**config.mk**
```make
export PLATFORM = sky130hd
export DESIGN_NAME = cgcd_cursor
export DESIGN_NICKNAME = d
export VERILOG_FILES = /design/src/design/cgcd_pkg.sv /design/src/design/cgcd_cursor.sv
export SDC_FILE = /design/constraint.sdc
export NUM_CORES = 1
export LEC_CHECK = 0
export BUFFER_PORTS_ARGS = -buffer_cell sky130_fd_sc_hd__buf_2
export CAP_MARGIN = 20
export CORE_MARGIN = 5
export CORE_UTILIZATION = 30
export CTS_CLUSTER_SIZE = 20
export DETAILED_ROUTE_END_ITERATION = 8
export GPL_TIMING_DRIVEN = 0
export SLEW_MARGIN = 30
export SYNTH_ARGS = -nofsm -noshare
export SYNTH_HDL_FRONTEND = slang
export SYNTH_SLANG_ARGS = --single-unit
```
**constraint.sdc**
```tcl
create_clock -name clk -period 2.2 [get_ports clk]
set_input_delay 0.22 -clock clk [delete_from_list [all_inputs] [get_ports clk]]
set_output_delay 0.22 -clock clk [all_outputs]
set_load 0.02 [all_outputs]
```
**src/design/cgcd_pkg.sv**
```systemverilog
// Shared types and fixed constants of the cell grid collision detector.
package cgcd_pkg;

    // Widths of the cursor registers.
    localparam int COL_W = 10;
    localparam int ROW_W = 8;
    localparam int RSC_W = 8;

    // Cursor saturation limits.
    localparam logic [COL_W-1:0] COL_MAX = '1;
    localparam logic [ROW_W-1:0] ROW_MAX = '1;

    // Hitbox glyph codes.
    localparam logic [7:0] GLYPH_NEWLINE = 8'd10;
    localparam logic [7:0] GLYPH_EMPTY   = 8'd32;

    // Action codes.
    localparam logic ACT_FRAME = 1'b0;
    localparam logic ACT_GLYPH = 1'b1;

    // Classification of the glyph under the cursor.
    typedef struct packed {
        logic solid;
        logic in_grid;
    } glyph_info_t;

endpackage

```
**src/design/cgcd_cursor.sv**
```systemverilog
// Hitbox cursor registers and cell address generation.
module cgcd_cursor
    import cgcd_pkg::*;
#(
    parameter int GRID_WIDTH  = 128,
    parameter int GRID_HEIGHT = 64,
    parameter int ADDR_W      = 13
)
(
    input  logic              clk,
    input  logic              rst_n,
    input  logic              step,
    input  logic              frame,
    input  logic              first_glyph,
    input  logic [7:0]        origin_x,
    input  logic [6:0]        origin_y,
    input  logic [7:0]        glyph,
    output glyph_info_t       info,
    output logic [ADDR_W-1:0] addr
);

    logic [COL_W-1:0] col_reg;
    logic [COL_W-1:0] col_next;
    logic [ROW_W-1:0] row_reg;
    logic [ROW_W-1:0] row_next;
    logic [RSC_W-1:0] rsc_reg;
    logic [RSC_W-1:0] rsc_next;
    logic [COL_W-1:0] col_eff;
    logic [ROW_W-1:0] row_eff;
    logic [RSC_W-1:0] rsc_eff;

    // A first glyph restarts the cursor at the origin before the glyph applies.
    assign col_eff = first_glyph ? COL_W'(origin_x) : col_reg;
    assign row_eff = first_glyph ? ROW_W'(origin_y) : row_reg;
    assign rsc_eff = first_glyph ? origin_x : rsc_reg;

    // Classify the glyph and locate its cell.
    assign info.solid   = (glyph != GLYPH_NEWLINE) && (glyph != GLYPH_EMPTY);
    assign info.in_grid = (32'(col_eff) < GRID_WIDTH) && (32'(row_eff) < GRID_HEIGHT);
    assign addr         = ADDR_W'(32'(row_eff) * GRID_WIDTH + 32'(col_eff));

    // Cursor movement with saturation; a frame start returns the cursor to zero.
    always_comb
    begin
        col_next = col_reg;
        row_next = row_reg;
        rsc_next = rsc_reg;
        if (frame)
        begin
            col_next = '0;
            row_next = '0;
            rsc_next = '0;
        end
        else if (step)
        begin
            rsc_next = rsc_eff;
            if (glyph == GLYPH_NEWLINE)
            begin
                col_next = COL_W'(rsc_eff);
                row_next = (row_eff == ROW_MAX) ? ROW_MAX : row_eff + 1'b1;
            end
            else
            begin
                row_next = row_eff;
                col_next = (col_eff == COL_MAX) ? COL_MAX : col_eff + 1'b1;
            end
        end
    end

    always_ff @(posedge clk or negedge rst_n)
    begin
        if (!rst_n)
        begin
            col_reg <= '0;
            row_reg <= '0;
            rsc_reg <= '0;
        end
        else
        begin
            col_reg <= col_next;
            row_reg <= row_next;
            rsc_reg <= rsc_next;
        end
    end

endmodule

```
==> summary.txt <==
Synth
  • Number of synthesized flops with an enable pin: 0
  • Syn_nets: 271
  • Yosys cell types: slightly above 50
  • Post-synthesis sequential element count: 26
  • Post-synthesis cell count: between 200 and 250
  • Warnings, synthesis: 0
  • Ys flop type: dfrtp_1
  • Post-synth ARST share: 100%
  • Mapped Avg Cell Area: between 8 and 9 µm²
  • Mapped Area: 0.00208 mm²
  • Register area share after synthesis: 31.3%

Detailed routing
  • Post-route antenna net violation count: 0
  • Routed via count: between 2,000 and 2,500
  • Pre-Repair DR Iteration Count: 4
  • DRT iter0 DRCs: about 130
  • Drt wl/cell: around 17 µm
  • Vias per cell: around 5.5
  • DRC: 0
  • WL final: between 6000 and 7000 µm

Worst setup path
  • Critical-path top delay cell: dfrtp_1
  • CP startpoint kind: flop
  • CP Max Fanout: 2
  • Cell Chain, Critical Path: mux2_4 -> ha_4 -> fa_2 -> a21oi_2 -> nor2_2 -> xnor2_2 -> buf_4
  • Worst reg2reg path depth: 8
  • RR Startpoint: row_reg[1]
  • WP data required: between 1.5 and 2 ns
  • Worst r2r dst: row_reg[7]
  • Arrival @ worst endpoint: approximately 2.0 ns
  • WS Path Type: reg -> out
  • Critical Path End Type: output pin
  • CP max stage delay: 0.39 ns
  • Worst reg-to-reg setup slack: approximately 0.28 ns

Die
  • Core Area: ~0.0068 mm²
  • Die Area: around 0.0087 mm²
  • Ports: 43
  • Row count: 30
  • Die width: roughly 93 µm
  • Die Height: 93.2 µm
  • Initial Util: 30.7%

Final layout
  • Ant diodes: 0
  • Area growth syn-to-layout: 33.9%
  • Area of the multi-input gates: 0.00146 mm²
  • Register Area: between 600 and 700 µm²
  • Max reg flops: 10
  • FILL cells: roughly 700
  • Net count, final: roughly 340
  • Share of layout cells above drive strength 1: between 30% and 40%
  • Finished Cell Area: approximately 0.0028 mm²
  • Core Util, Final: a little over 40%

Power
  • Maximum VDD drop: between 0.3 and 0.4 mV
  • Internal power: approximately 0.78 mW
  • PD cells: 421 mW/mm²
  • Part of the power in registers: 44.4%
  • Switching pwr: around 0.39 mW
  • Clock network power share: about a quarter
  • Logic pwr share: a little under a third
  • Total power: 1.17 mW
  • Leakage: 1.28 nW
  • Sw frac: 33.2%

Hold path
  • Worst Hold Class: in -> reg
  • HP Start: frame
  • Hold Path End: row_reg[3]
  • Hold Path Cell Cnt: 2

GRT
  • Pin count of the biggest net entering global routing: 27
  • GR Overflow Total: 0
  • Number of global-route vias before repair: 2,181
  • Initial antenna violation count: 0
  • Total track usage: 15.4%
  • Global-route wire length before repair: between 10,000 and 15,000 µm

STA
  • RSZ-0062 raised after global routing: yes
  • Relative slew margins: between 50% and 60%
  • Max-slew violations: 0
  • Clk_skew: ~0.0049 ns
  • Setup ws final: -0.0217 ns
  • Final setup TNS: -0.0217 ns
  • Hold Fails Final Rpt: 0
  • Fmax: roughly 450 MHz
  • Crit share post-route: 101%
  • Tmin final: 2.22 ns
  • Worst-margin pin slew: ~0.63 ns
  • Final setup fails: 1

Clocking
  • Clock buffer depth: 2
  • Sink Count: 26
  • Clock Tree Root: clkbuf_8
  • H-tree depth: 1
  • CTS clk-pin slew, worst paths: around 0.090 ns
  • TritonCTS clock tree: yes
  • Num CTS Buffers: 3
  • Clock Latency Late Sink: 0.28 ns

Outcome
  • Failing checks: setup timing
  • Status: finished with violations

Placed design
  • DP HPWL: around 4600 µm
  • IO Port Bufs: 42
  • GP Congestion: between 0.8 and 0.9
  • Place WS: -0.681 ns
  • Placed Instance Area: 0.00244 mm²

Run
  • Max cap viols: 0
## worst max path at each step
stage                           start  cells past startpoint    endpoint
after global routing       col_reg[7]                      7    addr[11]
final                      col_reg[7]                      7    addr[11]
after CTS                  col_reg[7]                      7    addr[11]
after floorplan           first_glyph                     11  col_reg[7]
after global placement    first_glyph                     12  col_reg[7]
after detailed placement  first_glyph                     12  col_reg[7]
## synth_stat cells (5+ instances only)
library cell  count  area, µm²
a31oi_1           5       31.3
mux2i_1          13        130
nand2_1          24       90.1
a21o_1            8       60.1
dfrtp_1          26        651
nand4_1           5       31.3
ha_1              5       62.6
nor2_1           13       48.8
nand2b_1          5       31.3
nand3_1          19       95.1
inv_1             9       33.8
xnor2_1           7       61.3
clkbuf_1          6       22.5
a221oi_1          6       52.6
a21oi_1          17       85.1
mux2_2            7       78.8
o21ai_0           6       30.0
## per-layer routing
layer / track usage, % / up-vias / share of wire (%)
met5: 0 / - / 0
met4: 3.42 / 0 / 0.79
met3: 2.49 / 7 / 6.0
met2: 26.3 / 67 / 49
met1: 20.5 / 995 / 44
li1: - / 1008 / -
## kinds of logic (layout without fill, tap and decap cells)
logic type,Yosys count,in the layout,share of synthesized area (%)
xor+xnor,11,11,4.64
flops,26,26,31.3
simple gates,88,88,22.9
fa+ha+maj,6,6,3.98
compound gates,65,65,22.2
mux,20,20,10.1
buf+inv,21,84,4.88
## cells in the final DEF (no fill, tap or decap), types with 3 or more instances in the layout
cell type / instances
nand2_1: 22
nor2b_1: 3
a21oi_1: 15
o21ai_0: 5
nand3b_1: 4
nand2b_1: 5
dfrtp_1: 25
mux2_2: 5
nor2_1: 11
a211oi_1: 4
nand2_2: 3
buf_12: 3
buf_6: 4
a22o_1: 3
inv_1: 8
a21o_1: 8
a221oi_1: 4
buf_4: 20
clkbuf_8: 3
nand4b_1: 3
clkbuf_1: 5
nand3_1: 19
ha_4: 4
mux2i_1: 13
a31oi_1: 5
buf_2: 37
xnor2_1: 6
nand4_1: 5
## layout make-up
type | instances | area share [%]
clock buffers | 3 | 1.49
plain buffers | 12 | 4.01
flip-flops and latches | 26 | 23.4
inverters | 9 | 1.22
repair buffers | 60 | 13.7
well taps | 80 | 3.60
multi-input cells | 190 | 52.6
## metrics by stage
stage          cells  hold WS (ns)
6_report         380         0.171
5_1_grt          380         0.177
4_1_cts          380         0.169
3_5_place_dp     359         0.274
3_3_place_gp     359         0.269
2_1_floorplan    237       -0.0756
## timing repair
action / 4_1_cts / 5_1_grt
hold endpoints to repair: 26 / 0
setup endpoints to repair: 14 / 11
pin swaps: 9 / 5
buffers inserted: 17 / 0
hold buffers: 1 / 0
resized for setup: 25 / 13
## power by group through the flow
stage	combinational [mW]	clock [mW]	sequential [mW]
2_1_floorplan	0.202	0	0.524
3_3_place_gp	0.310	0	0.529
3_5_place_dp	0.313	0	0.529
4_1_cts	0.357	0.286	0.519
5_1_grt	0.398	0.304	0.523
6_report	0.367	0.283	0.519
## critical path: cells and delay by family, from the launching register on
family                   cells  cell delay, ns
multiplexers                 1            0.30
buffers and inverters        1            0.16
adder cells (fa/ha/maj)      2            0.52
flip-flops                   1            0.39
XOR/XNOR                     1            0.14
AO/OA/AOI/OAI                1            0.15
AND/OR/NAND/NOR              1            0.06
No activity file was read; power rests on OpenSTA's default activity.
